### config.mk
export PLATFORM = sky130hd
export DESIGN_NAME = pbssr_queue
export DESIGN_NICKNAME = d
export VERILOG_FILES = /design/src/sv/pbssr_pkg.sv /design/src/sv/pbssr_queue.sv
export SDC_FILE = /design/constraint.sdc
export NUM_CORES = 1
export LEC_CHECK = 0
export ABC_AREA = 1
export BUFFER_PORTS_ARGS = -buffer_cell sky130_fd_sc_hd__buf_2
export CORE_UTILIZATION = 40
export DETAILED_ROUTE_END_ITERATION = 8
export GPL_TIMING_DRIVEN = 0
export PLACE_DENSITY_LB_ADDON = 0.2
export SKIP_LAST_GASP = 1
export SLEW_MARGIN = 10
export SYNTH_ARGS = -nofsm -noshare
export SYNTH_HDL_FRONTEND = slang
export SYNTH_SLANG_ARGS = --single-unit
export TNS_END_PERCENT = 30
### constraint.sdc
create_clock -name clk -period 4.65 [get_ports clk]
set_input_delay 0.2325 -clock clk [delete_from_list [all_inputs] [get_ports clk]]
set_output_delay 0.2325 -clock clk [all_outputs]
set_load 0.05 [all_outputs]
### src/sv/pbssr_pkg.sv
// ----------------------------------------------------------------------------
// pbssr_pkg: shared types and constants
// Item layouts, queue status and outcome codes for the per-beam signal
// strength recorder.
// ----------------------------------------------------------------------------
package pbssr_pkg;

    localparam logic [15:0] BEACON_TYPE_RESET = 16'h000C;
    localparam int BEAM_SECTOR_LSB = 26;
    localparam int STRENGTH_SHIFT  = 4;
    localparam int STAMP_W  = 32;
    localparam int FRAMES_W = 32;

    localparam logic [1:0] OUTCOME_IGNORED   = 2'd0;
    localparam logic [1:0] OUTCOME_DUPLICATE = 2'd1;
    localparam logic [1:0] OUTCOME_RECORDED  = 2'd2;

    typedef struct packed {
        logic [31:0] header_word_zero;
        logic [31:0] header_word_two;
        logic [31:0] header_word_three;
        logic [31:0] header_word_four;
        logic [31:0] header_word_five;
        logic [31:0] strength_raw;
    } in_item_t;

    typedef struct packed {
        logic [1:0]  outcome;
        logic [6:0]  beam_number;
        logic [31:0] frame_count;
        logic [3:0]  slot_written;
        logic [15:0] sample_written;
    } out_item_t;

    typedef struct packed {
        logic        type_ok;
        logic [6:0]  beam;
        logic [31:0] stamp;
        logic [27:0] strength_scaled;
    } work_item_t;

    typedef struct packed {
        logic empty;
        logic full;
    } queue_stat_t;

endpackage

### src/sv/pbssr_queue.sv
// ----------------------------------------------------------------------------
// pbssr_queue: two-entry work queue
// Decouples the classifying front from the per-beam update stage.
// ----------------------------------------------------------------------------
module pbssr_queue (
    input  logic                   clk,
    input  logic                   rst_n,
    input  logic                   push,
    input  pbssr_pkg::work_item_t  wr_item,
    input  logic                   pop,
    output pbssr_pkg::work_item_t  rd_item,
    output pbssr_pkg::queue_stat_t stat
);

    pbssr_pkg::work_item_t entry_reg [2];
    logic       wr_ptr_reg;
    logic       wr_ptr_next;
    logic       rd_ptr_reg;
    logic       rd_ptr_next;
    logic [1:0] count_reg;
    logic [1:0] count_next;

    always_comb
    begin
        wr_ptr_next = push ? !wr_ptr_reg : wr_ptr_reg;
        rd_ptr_next = pop ? !rd_ptr_reg : rd_ptr_reg;
        count_next  = count_reg + 2'(push) - 2'(pop);
    end

    always_ff @(posedge clk or negedge rst_n)
    begin
        if (!rst_n)
        begin
            wr_ptr_reg <= 1'b0;
            rd_ptr_reg <= 1'b0;
            count_reg  <= 2'd0;
        end
        else
        begin
            wr_ptr_reg <= wr_ptr_next;
            rd_ptr_reg <= rd_ptr_next;
            count_reg  <= count_next;
        end
    end

    always_ff @(posedge clk)
    begin
        if (push)
        begin
            entry_reg[wr_ptr_reg] <= wr_item;
        end
    end

    assign rd_item    = entry_reg[rd_ptr_reg];
    assign stat.empty = (count_reg == 2'd0);
    assign stat.full  = (count_reg == 2'd2);

endmodule

==> metrics.txt <==
outcome=finished clean; total wire length=roughly 10,000 um; CTS tree=yes; Cells after Synth=380; # rows=41; Vias=around 3,400; Critical R2R Launch=wr_ptr_reg; Clk pwr share=between 20% and 30%; HPWL after DPL=around 6800 um; register share of total power=32.1%; Net Count, Synth=454; die footprint=around 0.014 mm2; effective utilization at floorplan=41.5%; Cell variety after synth=14; Worst Path Required=~4.4 ns; CTS H-Tree Depth=4; global-route wire length before repair=between 15,000 and 20,000 um; 1st-iter DRT viols=137; layout cells sized above 1=32.6%; overall power=~5400 uW; FMAX=between 500 and 600 MHz; Net Sw Power=2340 uW; post-layout min period=around 1.9 ns; max FFs per register=approximately 140; clk_skew=0.00396 ns; period utilisation layout=~40%; number of post-CTS setup repair buffers=0; largest net degree at the start of global routing=between 40 and 50; WL/cell=13.3 um; core footprint=0.0128 mm2; Antenna diodes=0; mapped cell area=about 0.0053 mm2; Root Driver=clkbuf_16; sequential-to-total area share from yosys stat=79.0%; post-route ant nets=0; Hold EP=entry_reg[0][53]; RSZ-0062 raised after global routing=no; # fillers=between 1,000 and 1,500; Slew Viols, Final=0; FF-to-FF End=entry_reg[0][30]; Max Cap Viol=0; design internal power=a little over 3000 uW; Die W=117 um; number of global-route vias before repair=approximately 3,300; Num CTS Buffers=17; grt ovf=0; Yosys warnings=0; Setup CP Type=reg2out; TritonCTS Sinks=140; final hold violation count=0; worst hold start=wr_item[53]; later-pin clock latency in the skew report=a little over 0.4 ns; GRT Util Overall=between 10% and 20%; Critical Path Sink Type=output port; CP startpoint=rd_ptr_reg; IO Count=between 100 and 150; Leakage=0.00323 uW; Final nets=roughly 680; Worst-path clk slew=0.06 ns; Slew headroom=roughly three fifths; power density cells=722 mW/mm2; Final WS setup=2.79 ns; FF-to-FF path depth=3; startpoint type of the worst setup path=flip-flop; Hold Path Class=in2reg; Clock Tree Buf Depth=2; sw frac=43.3%; Area Overhead vs Synth=41.3%; Post-Synthesis Mean Instance Area=~14 um2; Cells on Worst Hold Path=1; pre-CTS setup slack=2.99 ns; initial antenna violation count=0; drt first pass iters=4; port bufs=141; Max VDD drop=408 uV; Final Wtd Congestion=around 0.67; WP data arrival=about 1.6 ns; DR vias/cell=around 4.4; r2r setup slk=~3.0 ns; Max Fanout on Critical Path=10; endpoints failing setup=0; Slew @ Worst Pin=0.583 ns; DRC=0; die height=around 120 um; logic gate share of total power=between 40 and 50%; #FFs+latches synth=140
[cell usage in the layout (no fill, tap or decap), types with 2 or more instances in the layout]
cell type | Yosys | layout
bufinv_16 | 0 | 3
o21ai_2 | 10 | 10
buf_2 | 4 | 145
inv_1 | 75 | 74
ha_1 | 2 | 2
clkinv_2 | 0 | 4
clkinv_1 | 0 | 3
o21ai_0 | 6 | 6
nand2_1 | 74 | 74
buf_4 | 7 | 7
o21ai_1 | 52 | 52
xor2_1 | 2 | 2
edfxtp_1 | 136 | 136
nor2_1 | 3 | 2
buf_6 | 4 | 4
dlygate4sd3_1 | 0 | 57
clkbuf_16 | 0 | 17
clkinvlp_4 | 0 | 3
dfrtp_1 | 4 | 4
buf_16 | 0 | 3
[power by group through the flow]
stage                     sequential, uW  combinational (uW)  clock (uW)
after floorplan                     1770                1730           0
after global placement              1790                2270           0
after detailed placement            1760                2350           0
after CTS                           1740                2390        1340
after global routing                1760                2510        1400
final                               1740                2350        1320
[kinds of logic (layout without fill, tap and decap cells)]
logic type	Yosys count	count (layout)	share of synthesized area (%)
adder cells (fa/ha/maj)	2	2	0.472
AO/OA/AOI/OAI	68	68	7.13
buffers and inverters	90	324	7.53
XOR/XNOR	2	2	0.331
AND/OR/NAND/NOR	78	78	5.55
flip-flops	140	140	79.0
[critical path, cell delays in order (launching register included)]
cell	delay (ns)
dfrtp_1	0.37
buf_6	0.17
buf_4	0.20
nand2_1	0.06
o21ai_0	0.10
buf_2	0.31
[synthesized netlist by cell type, drive strengths merged]
cell    number  area share [%]
dfrtp        4             1.9
inv         75             5.3
nand3        1           0.094
o21ai       68             7.1
ha           2            0.47
nor2         3            0.21
edfxtp     136              77
buf         15             2.2
xor2         2            0.33
nand2       74             5.2
[cell type report]
| class | count | area [um2] | share of cell area (%) |
|---|---|---|---|
| multi-input combinational | 150 | 722 | 9.65 |
| clock buffer | 18 | 429 | 5.73 |
| timing repair buffer | 202 | 1380 | 18.4 |
| buffer | 15 | 118 | 1.57 |
| inverter | 75 | 284 | 3.80 |
| clock inverter | 14 | 153 | 2.04 |
| sequential | 140 | 4180 | 55.9 |
| tap | 172 | 215 | 2.88 |
[worst max-delay path by stage]
stage,to,depth (start not counted)
floorplan,entry_reg[0][0],1
global placement,entry_reg[0][67],3
detailed placement,entry_reg[0][53],3
CTS,rd_item[36],5
global route,rd_item[37],5
finish,rd_item[2],5
[repair_timing]
action,in CTS,in global routing
gates resized for setup,0,0
hold endpoints to repair,115,0
hold buffers,57,0
[per-layer routing]
metal | global-route usage, % | wire length (um) | vias up
met4 | 8.61 | 221 | 0
met1 | 18.5 | 4430 | 1616
met3 | 4.43 | 437 | 14
met2 | 27.0 | 5350 | 83
li1 | - | - | 1722
met5 | 0 | 0 | -
[stage by stage]
stage | std cells | cell area [um2] | hold slack (ns) | TNS (ns) | utilization, %
after floorplan | 380 | 5300 | -0.0631 | 0 | -
after global placement | 693 | 6220 | 0.0404 | -58.98 | 48.7
after detailed placement | 697 | 6330 | 0.0459 | 0 | 49.6
after CTS | 786 | 7480 | 0.000424 | 0 | 58.6
after global routing | 786 | 7480 | 0.000682 | 0 | 58.6
final | 786 | 7480 | 0.0190 | 0 | 58.6
Note: power is estimated with default switching activity, not from simulation.
