**src/sv/pbssr_pkg.sv**
```systemverilog
// ----------------------------------------------------------------------------
// pbssr_pkg: shared types and constants
// Item layouts, queue status and outcome codes for the per-beam signal
// strength recorder.
// ----------------------------------------------------------------------------
package pbssr_pkg;

    localparam logic [15:0] BEACON_TYPE_RESET = 16'h000C;
    localparam int BEAM_SECTOR_LSB = 26;
    localparam int STRENGTH_SHIFT  = 4;
    localparam int STAMP_W  = 32;
    localparam int FRAMES_W = 32;

    localparam logic [1:0] OUTCOME_IGNORED   = 2'd0;
    localparam logic [1:0] OUTCOME_DUPLICATE = 2'd1;
    localparam logic [1:0] OUTCOME_RECORDED  = 2'd2;

    typedef struct packed {
        logic [31:0] header_word_zero;
        logic [31:0] header_word_two;
        logic [31:0] header_word_three;
        logic [31:0] header_word_four;
        logic [31:0] header_word_five;
        logic [31:0] strength_raw;
    } in_item_t;

    typedef struct packed {
        logic [1:0]  outcome;
        logic [6:0]  beam_number;
        logic [31:0] frame_count;
        logic [3:0]  slot_written;
        logic [15:0] sample_written;
    } out_item_t;

    typedef struct packed {
        logic        type_ok;
        logic [6:0]  beam;
        logic [31:0] stamp;
        logic [27:0] strength_scaled;
    } work_item_t;

    typedef struct packed {
        logic empty;
        logic full;
    } queue_stat_t;

endpackage

```
**src/sv/pbssr_front.sv**
```systemverilog
// ----------------------------------------------------------------------------
// pbssr_front: input classification
// Holds the accepted frame type, checks the frame type, extracts the beam
// index, timestamp and scaled strength, and pushes the work item.
// ----------------------------------------------------------------------------
module pbssr_front (
    input  logic                   clk,
    input  logic                   rst_n,
    input  logic                   cfg_valid,
    output logic                   cfg_ready,
    input  logic [15:0]            cfg_data,
    input  logic                   in_valid,
    output logic                   in_stall,
    input  pbssr_pkg::in_item_t    in_data,
    input  pbssr_pkg::queue_stat_t q_stat,
    output logic                   q_push,
    output pbssr_pkg::work_item_t  q_wr_item
);

    logic [15:0] beacon_type_reg;

    always_ff @(posedge clk or negedge rst_n)
    begin
        if (!rst_n)
        begin
            beacon_type_reg <= pbssr_pkg::BEACON_TYPE_RESET;
        end
        else if (cfg_valid && cfg_ready)
        begin
            beacon_type_reg <= cfg_data;
        end
    end

    assign cfg_ready = 1'b1;
    assign in_stall  = q_stat.full;
    assign q_push    = in_valid && !q_stat.full;

    always_comb
    begin
        q_wr_item.type_ok = (in_data.header_word_zero[15:0] == beacon_type_reg);
        q_wr_item.beam    = {in_data.header_word_five[0],
                             in_data.header_word_four[pbssr_pkg::BEAM_SECTOR_LSB +: 6]};
        q_wr_item.stamp   = {in_data.header_word_three[15:0],
                             in_data.header_word_two[31:16]};
        q_wr_item.strength_scaled =
            in_data.strength_raw[31:pbssr_pkg::STRENGTH_SHIFT];
    end

endmodule

```
**config.mk**
```make
export PLATFORM = sky130hd
export DESIGN_NAME = pbssr_front
export DESIGN_NICKNAME = d
export VERILOG_FILES = /design/src/sv/pbssr_pkg.sv /design/src/sv/pbssr_front.sv
export SDC_FILE = /design/constraint.sdc
export NUM_CORES = 1
export LEC_CHECK = 0
export BUFFER_PORTS_ARGS = -buffer_cell sky130_fd_sc_hd__buf_2
export CAP_MARGIN = 0
export CORE_AREA = 2 2 109 111
export CTS_BUF_LIST = sky130_fd_sc_hd__clkbuf_4 sky130_fd_sc_hd__clkbuf_8 sky130_fd_sc_hd__clkbuf_16
export CTS_CLUSTER_DIAMETER = 40
export DETAILED_ROUTE_END_ITERATION = 10
export DIE_AREA = 0 0 111 113
export PLACE_DENSITY = 0.48
export REMOVE_ABC_BUFFERS = 1
export SLEW_MARGIN = 20
export SYNTH_ARGS = -nofsm -noshare
export SYNTH_HDL_FRONTEND = slang
export SYNTH_SLANG_ARGS = --single-unit
```
**constraint.sdc**
```tcl
create_clock -name clk -period 2.8 [get_ports clk]
set_input_delay 0.56 -clock clk [delete_from_list [all_inputs] [get_ports clk]]
set_output_delay 0.56 -clock clk [all_outputs]
set_load 0.02 [all_outputs]
```
==> flow_summary_export.csv, run 1 <==
group,metric,value,unit
final_layout,multiInputGateArea,405.4,sq um
floorplanning,die_h,113,microns
floorplanning,coreArea,11270,sq um
clock_tree,clk_pin_slew,0.06,ns
timing,clock_skew,0,ns
setup_path,crit_slowest_cell,"dfrtp_1",
timing,period_needed,2.220,ns
grt,grt.total_usage,0.1733,
placed_design,dp_hpwl,10500,microns
synth,ys_seq_area_frac,0.2987,
setup_path,critPathKind,"register to output pin",
timing,setup_viol,0,
setup_path,cp_max_fo,2,
clock_tree,htreeDepth,1,
setup_path,r2r_slack,2.01,ns
setup_path,cp-end-kind,"output pin",
floorplanning,rows,39,
timing,hold_viol_final,0,
outcome,status,"finished clean",
synth,netlist_instances,126,
setup_path,setup.worst_path.start,"beacon_type_reg[10]",
clock_tree,cts_sinks,16,
pwr,power.density,571.2,nW/um^2
timing,fmax,450.5,MHz
setup_path,cp-start-kind,"register",
setup_path,r2r_end,"beacon_type_reg[1]",
route,drc,0,
timing,slew_viol_final,0,
route,dr.pass1.iters,2,
grt,grt_pass1_wl,12810,microns
clock_tree,cts_buffer_depth,2,
pwr,vdd.ir_drop.worst,160.4,uV
final_layout,fillers,1284,
timing,worst_slew_pin_slew,0.5895,ns
timing,slew_headroom,0.6070,
floorplanning,start_util,0.1197,
min_path,hold_path_class,"primary input to async pin",
final_layout,final_cell_mix,"buf_2 (39), xnor2_1 (16), dfrtp_1 (14)",
setup_path,path_delay_family,"simple AND/OR/NAND/NOR gates",
timing,period_share,0.7927,
grt,grt_max_degree,17,
synth,avgSynthCellArea,10.70,sq um
final_layout,regArea,402.9,sq um
setup_path,endpoint,"q_wr_item[67]",
floorplanning,dieArea,12540,sq um
run,cap_viol_max_count,0,
floorplanning,ioPinCount,285,
setup_path,worst-r2r-cell-count,1,
grt,grt_antenna_before_repair,0,
setup_path,required,2.24,ns
route,drt-wirelength-per-cell,45.98,microns
setup_path,crit_arrival,1.66,ns
timing,rsz0062_at_grt,"false",
floorplanning,die_w,111,microns
grt,grt-ovfl-total,0,
final_layout,area_growth,-5.751,%
route,avgViaCountPerCell,2.938,
placed_design,gp_congestion,0.7857,
synth,synth_seq_cells,16,
synth,synth_top_area_share,0.3840,
timing,tns,0,ns
clock_tree,cts_made_buffers,3,
final_layout,largest_reg_flops,16,
setup_path,cpPeakStageDelay,0.39,ns
synth,synth.distinct_cells,11,
pwr,leakagePower,0.0005311,uW
clock_tree,post_cts_buffers,0,
final_layout,final_util,0.1128,
clock_tree,ctsResizeCount,0,
final_layout,layout_commonest_cell,"buf_2",
final_layout,fin_nets,313,
final_layout,n_antenna_cell,0,
setup_path,crit_chain,"xnor2_1 -> nand4_1 -> nor4_2 -> buf_2",
route,drt.antenna.violating_nets,0,
grt,grt_pass1_vias,766,
setup_path,cp.depth,4,
final_layout,drive_above_1_share,0.6327,
route,wirelength,11080,microns
clock_tree,cts_tree,"done",
clock_tree,postCtsHoldBufs,0,
clock_tree,insertion_delay,0.25,ns
clock_tree,cts-root-buf,"clkbuf_16",
synth,syn_area,1349,sq um
synth,yosysWarnings,0,
setup_path,timing.rr.start,"beacon_type_reg[1]",
route,num_vias,708,
route,drtIter0Drc,28,
synth,yosysTopAreaCell,"buf_4",
setup_path,crit_buf_inv,1,
synth,synth_area_leaders,"buf_4 (38%), dfrtp_1 (26%), mux2_4 (11%)",
placed_design,portBuffers,39,
logic make-up after synthesis:
group                     synth area share
and+or+nand+nor                    0.03247
DFF                                 0.2987
muxes                               0.1614
other                             0.002780
buffers and inverters               0.4007
xor gates and xnor gates            0.1039
layer usage:
metal / vias to the layer above / track usage / part of all wire
met5: - / 0.02745 / 0.0041
met4: 2 / 0.02500 / 0.011
met3: 4 / 0.1687 / 0.20
met2: 130 / 0.3988 / 0.66
met1: 296 / 0.06586 / 0.12
li1: 276 / - / -
synthesized netlist by cell type:
master and count:
buf_4 69, buf_6 2, conb_1 1, dfrtp_1 14, dfstp_2 2, mux2_2 6
mux2_4 10, nand4_1 4, nor2b_1 1, nor4_2 1, xnor2_1 16
metrics by stage:
stage / setup WS [ns] / cell area (sq um) / power, uW / hold WS (ns) / cells
floorplan: 0.9235 / 808.3 / 341.7 / 0.2644 / 55
global placement: 0.5366 / 1182 / 396.0 / 0.5138 / 237
detailed placement: 0.5274 / 1182 / 398.6 / 0.5190 / 237
CTS: 0.5093 / 1271 / 738.7 / 0.2785 / 241
global route: 0.4145 / 1271 / 765.4 / 0.2787 / 241
finish: 0.5804 / 1271 / 726.1 / 0.2571 / 241
power breakdown:
group | internal [uW] | switching (uW)
registers | 257 | 17.0
logic | 71.6 | 46.2
clock network | 218 | 116
total | 546 | 180
final cells by class:
| class | instances | area share |
|---|---|---|
| sequential | 16 | 0.3169 |
| tap | 143 | 0.1407 |
| timing repair buffer | 39 | 0.1535 |
| clock buffer | 4 | 0.06988 |
| multi-input combinational | 39 | 0.3189 |
worst min path at each step:
stage	startpoint	end	slack (ns)	cells after the start
2_1_floorplan	rst_n	beacon_type_reg[0]	0.26	0
3_3_place_gp	beacon_type_reg[10]	beacon_type_reg[10]	0.51	1
3_5_place_dp	beacon_type_reg[14]	beacon_type_reg[14]	0.52	1
4_1_cts	rst_n	beacon_type_reg[9]	0.28	1
5_1_grt	rst_n	beacon_type_reg[4]	0.28	1
6_report	rst_n	beacon_type_reg[4]	0.26	1
Power figures use the tool's default switching activity.
==> run 2: changes to the inputs <==
- CORE_AREA: 2 2 109 111 -> 2 2 112 114
- DIE_AREA: 0 0 111 113 -> 0 0 114 116
- PLACE_DENSITY: 0.48 -> 0.47
- clock period: 2.8 -> 1.8 ns (I/O delays scaled with it)
==> run 2 against run 1 <==
The run now ends with negative setup slack left. Combinational power is 70% higher. Routed wire length is 1.5% higher. Non-clock buffer count is 3 higher. Clock power is 61% higher. Critical path type unchanged. Largest cell class unchanged. Highest routed layer is now met4.
==> flow_summary_export.csv, run 2 (synthesis gave the netlist of run 1 again) <==
group,metric,value,unit
route,drtIter0Drc,45,
timing,setup_slack,-0.1277,ns
final_layout,n_antenna_cell,0,
final_layout,layout_commonest_cell,"buf_2",
clock_tree,cts_buffer_depth,2,
grt,grt_pass1_wl,12780,microns
pwr,power.density,874.8,nW/um^2
timing,hold_viol_final,0,
timing,period_share,1.071,
setup_path,required,1.44,ns
grt,grt_pass1_vias,764,
final_layout,stdcell_area,1336,sq um
clock_tree,clk_pin_slew,0.07,ns
pwr,leakagePower,0.0005668,uW
final_layout,largest_reg_flops,16,
setup_path,cp-start-kind,"register",
pwr,total_power,1169,uW
pwr,clockPowerShare,0.461,
route,drt-wirelength-per-cell,45.36,microns
clock_tree,postCtsHoldBufs,0,
setup_path,cpPeakStageDelay,0.56,ns
floorplanning,ioPinCount,285,
run,cap_viol_max_count,0,
route,drc,0,
grt,grt-ovfl-total,0,
setup_path,path_delay_family,"flip-flops",
route,num_vias,789,
min_path,hold_path_class,"primary input to async pin",
final_layout,regArea,402.9,sq um
pwr,cell_internal_pwr,866.4,uW
clock_tree,cts_sinks,16,
placed_design,dp_hpwl,10540,microns
setup_path,critPathKind,"register to output pin",
grt,grt.total_usage,0.1667,
floorplanning,coreArea,11910,sq um
clock_tree,htreeDepth,1,
timing,period_needed,1.928,ns
clock_tree,cts-root-buf,"clkbuf_16",
timing,slew_viol_final,0,
placed_design,gp_congestion,0.6970,
floorplanning,start_util,0.1132,
pwr,p_seq_frac,0.367,
setup_path,crit_arrival,1.57,ns
grt,grt_antenna_before_repair,0,
setup_path,crit_slowest_cell,"dfstp_2",
route,wirelength,11250,microns
pwr,switching_share,0.2589,
route,wl_met2,7298,microns
route,top_layer_used,"met4",
route,drt.antenna.violating_nets,0,
pwr,vdd.ir_drop.worst,196.8,uV
pwr,power_frac_comb,0.172,
timing,worst_slew_pin_slew,0.5101,ns
placed_design,placed_area,1207,sq um
pwr,p_switching,302.6,uW
final_layout,final_cell_mix,"buf_2 (38), dfrtp_1 (14), xnor2_1 (13)",
final_layout,fin_nets,316,
route,met3_length,2536,microns
floorplanning,die_h,116,microns
setup_path,crit_chain,"xnor2_2 -> nand4_1 -> nor4_2 -> buf_4",
final_layout,multiInputGateArea,427.9,sq um
timing,rsz0062_at_grt,"true",
final_layout,area_growth,-0.9278,%
timing,clock_skew,0,ns
floorplanning,dieArea,13220,sq um
timing,whs,0.04916,ns
clock_tree,insertion_delay,0.26,ns
route,avgViaCountPerCell,3.181,
route,dr.pass1.iters,3,
outcome,failed_checks,"negative setup slack",
final_layout,fillers,1378,
timing,slew_headroom,0.6599,
timing,setup_viol,1,
timing,fmax,518.7,MHz
outcome,status,"finished with violations",
placed_design,pre_cts_ws,0.1083,ns
setup_path,cp-end-kind,"output pin",
final_layout,drive_above_1_share,0.6733,
placed_design,portBuffers,39,
grt,grt_max_degree,17,
clock_tree,cts_tree,"done",
clock_tree,cts_made_buffers,3,
setup_path,cp_max_fo,2,
floorplanning,rows,40,
floorplanning,die_w,114,microns
route,wl_met1,1141,microns
setup_path,crit_buf_inv,1,
run 2: final timing paths:
check / startpoint / to / slack (ns) / cells after the start
max in group asynchronous: rst_n / beacon_type_reg[2] / 1.36 / 1
worst min-delay path: rst_n / beacon_type_reg[10] / 0.05 / 1
worst min register to register: beacon_type_reg[13] / beacon_type_reg[13] / 0.53 / 1
worst max register to register: beacon_type_reg[11] / beacon_type_reg[11] / 0.89 / 2
min in group clk: cfg_data[3] / beacon_type_reg[3] / 0.32 / 2
worst max-delay path: beacon_type_reg[3] / q_wr_item[67] / -0.13 / 4
run 2: layout make-up:
class	instances	area share
Tap cell	147	0.1376
Clock buffer	4	0.06648
Timing Repair Buffer	42	0.1742
Sequential cell	16	0.3015
Multi-Input combinational cell	39	0.3202
run 2: metal layers:
layer	vias up	global-route usage
li1	284	-
met5	-	0
met1	330	0.04941
met2	162	0.3821
met3	13	0.1846
met4	0	0.03496
run 2: repair_timing:
item | in CTS | in global routing
gates resized for setup | 2 | 2
buffers inserted | 0 | 2
pin swaps | 3 | 6
gates cloned | 0 | 0
endpoints found under the setup margin | 1 | 1
run 2: power by group through the flow:
stage	clock, uW	combinational [uW]	sequential (uW)
after floorplan	0	106	426
after detailed placement	0	189	433
after global placement	0	186	432
after global routing	565	218	434
after CTS	561	192	428
final	539	201	429
run 2: through the flow:
step	setup TNS, ns	utilization	cells
2_1_floorplan	0	-	55
3_3_place_gp	0	0.1014	242
3_5_place_dp	0	0.1014	242
4_1_cts	-0.1635	0.1097	246
5_1_grt	-0.2185	0.1122	248
6_report	-0.1277	0.1122	248
==> run 3: changes to the inputs <==
- CTS_BUF_LIST: sky130_fd_sc_hd__clkbuf_4 sky130_fd_sc_hd__clkbuf_8 sky130_fd_sc_hd__clkbuf_16 -> sky130_fd_sc_hd__clkbuf_8
==> run 3 against run 2 <==
The flow still finishes with violations (negative setup slack). Register-to-register slack about the same. Largest power group is now registers. Clock power decreased by 31%. Critical path type unchanged. Routed wire length decreased by 0.12%. Sequential power about the same. Power decreased by 14%. Hold slack got worse by 0.011 ns. Maximum frequency increased by 0.70%. Setup slack improved by 0.013 ns. Via count decreased by 3.5%. Global-route usage unchanged.
==> flow_summary_export.csv, run 3 (synthesis gave the netlist of run 1 again) <==
group,metric,value,unit
placed_design,numPlacedInstances,242,
pwr,power_frac_comb,0.200,
setup_path,required,1.44,ns
route,dr.pass1.iters,4,
placed_design,dp_hpwl,10540,microns
final_layout,final_cells,248,
placed_design,portBuffers,39,
clock_tree,cts_made_buffers,3,
setup_path,crit_slowest_cell,"dfstp_2",
outcome,failed_checks,"negative setup slack",
grt,grt-ovfl-total,0,
pwr,cell_internal_pwr,721.2,uW
final_layout,fin_nets,316,
floorplanning,coreArea,11910,sq um
grt,grt_max_degree,17,
floorplanning,rows,40,
route,drc,0,
final_layout,area_growth,-3.432,%
clock_tree,htreeDepth,1,
clock_tree,insertion_delay,0.27,ns
outcome,status,"finished with violations",
pwr,switching_share,0.2811,
route,drtIter0Drc,18,
timing,period_needed,1.914,ns
timing,slew_viol_final,0,
placed_design,gp_congestion,0.6970,
grt,grt_antenna_before_repair,0,
clock_tree,cts_sinks,16,
pwr,leakagePower,0.0005514,uW
final_layout,largest_reg_flops,16,
setup_path,r2r_slack,0.89,ns
route,num_vias,761,
setup_path,cp-start-kind,"register",
setup_path,crit_buf_inv,1,
floorplanning,ioPinCount,285,
clock_tree,cts_tree,"done",
timing,clock_skew,0,ns
clock_tree,clk_pin_slew,0.10,ns
final_layout,n_antenna_cell,0,
final_layout,final_cell_mix,"buf_2 (38), dfrtp_1 (14), xnor2_1 (13)",
setup_path,path_delay_family,"flip-flops",
final_layout,final_util,0.1093,
setup_path,critPathKind,"register to output pin",
grt,grt_pass1_vias,761,
clock_tree,cts_buffer_depth,2,
pwr,clockPowerShare,0.373,
timing,slew_headroom,0.6579,
run,cap_viol_max_count,0,
pwr,power.density,770.2,nW/um^2
pwr,p_switching,282.0,uW
final_layout,fillers,1384,
route,wirelength,11240,microns
grt,grt.total_usage,0.1667,
floorplanning,start_util,0.1132,
timing,rsz0062_at_grt,"true",
timing,fmax,522.4,MHz
min_path,hold_path_class,"primary input to async pin",
pwr,p_seq_frac,0.427,
final_layout,regArea,402.9,sq um
timing,setup_slack,-0.1144,ns
pwr,vdd.ir_drop.worst,161.7,uV
grt,grt_pass1_wl,12760,microns
timing,setup_viol,1,
setup_path,cp_max_fo,2,
route,drt.antenna.violating_nets,0,
setup_path,crit_arrival,1.55,ns
setup_path,cp-end-kind,"output pin",
timing,hold_viol_final,0,
timing,worst_slew_pin_slew,0.5131,ns
setup_path,cpPeakStageDelay,0.57,ns
route,avgViaCountPerCell,3.069,
placed_design,pre_cts_ws,0.1083,ns
final_layout,drive_above_1_share,0.6733,
clock_tree,cts-root-buf,"clkbuf_8",
timing,period_share,1.064,
final_layout,multiInputGateArea,427.9,sq um
floorplanning,die_h,116,microns
floorplanning,die_w,114,microns
route,drt-wirelength-per-cell,45.31,microns
final_layout,layout_commonest_cell,"buf_2",
floorplanning,dieArea,13220,sq um
setup_path,crit_chain,"xnor2_2 -> nand4_1 -> nor4_2 -> buf_4",
[run 3: path summary, 6_finish.rpt]
| check | cells past startpoint | from | to |
|---|---|---|---|
| worst min-delay path | 1 | rst_n | beacon_type_reg[10] |
| min in group clk | 2 | cfg_data[3] | beacon_type_reg[3] |
| worst max-delay path | 4 | beacon_type_reg[3] | q_wr_item[67] |
| max in group asynchronous | 1 | rst_n | beacon_type_reg[2] |
| worst min register to register | 1 | beacon_type_reg[13] | beacon_type_reg[13] |
| worst max register to register | 2 | beacon_type_reg[11] | beacon_type_reg[11] |
[run 3: worst register-to-register path, delay by kind of cell, from the launching register on]
family                 cells  cell delay [ns]
DFF                        1             0.41
muxes                      1             0.25
buffers and inverters      1             0.14
[run 3: area by class of cell]
type                    instances  area share
well taps                     147      0.1412
repair buffers                 42      0.1787
multi-input cells              39      0.3285
clock buffers                   4     0.04227
flip-flops and latches         16      0.3093
[run 3: timing repair]
item,CTS,global route
gates resized for setup,2,2
setup endpoints to repair,1,1
buffers inserted,0,2
pin swaps,3,6
hold buffers,0,0
gates cloned,0,0
[run 3: power groups by stage]
stage	clock network (uW)	logic [uW]	registers [uW]
after floorplan	0	106	426
after global placement	0	186	432
after detailed placement	0	189	433
after CTS	402	192	428
after global routing	407	218	434
final	374	201	428
[run 3: metal layers]
layer	track usage	up-vias	share of wire
li1	-	285	-
met1	0.04941	315	0.11
met2	0.3825	151	0.65
met3	0.1831	10	0.22
met4	0.03659	0	0.020
met5	0	-	0
[run 3: metrics by stage]
| stage | TNS (ns) | hold WS (ns) | total power [uW] | instance area [sq um] |
|---|---|---|---|---|
| floorplan | 0 | 0.06441 | 531.5 | 808.3 |
| global placement | 0 | 0.3512 | 618.3 | 1207 |
| detailed placement | 0 | 0.3511 | 622.1 | 1207 |
| CTS | -0.1847 | 0.03979 | 1022 | 1272 |
| global route | -0.2463 | 0.05398 | 1058 | 1303 |
| finish | -0.1144 | 0.03806 | 1003 | 1303 |
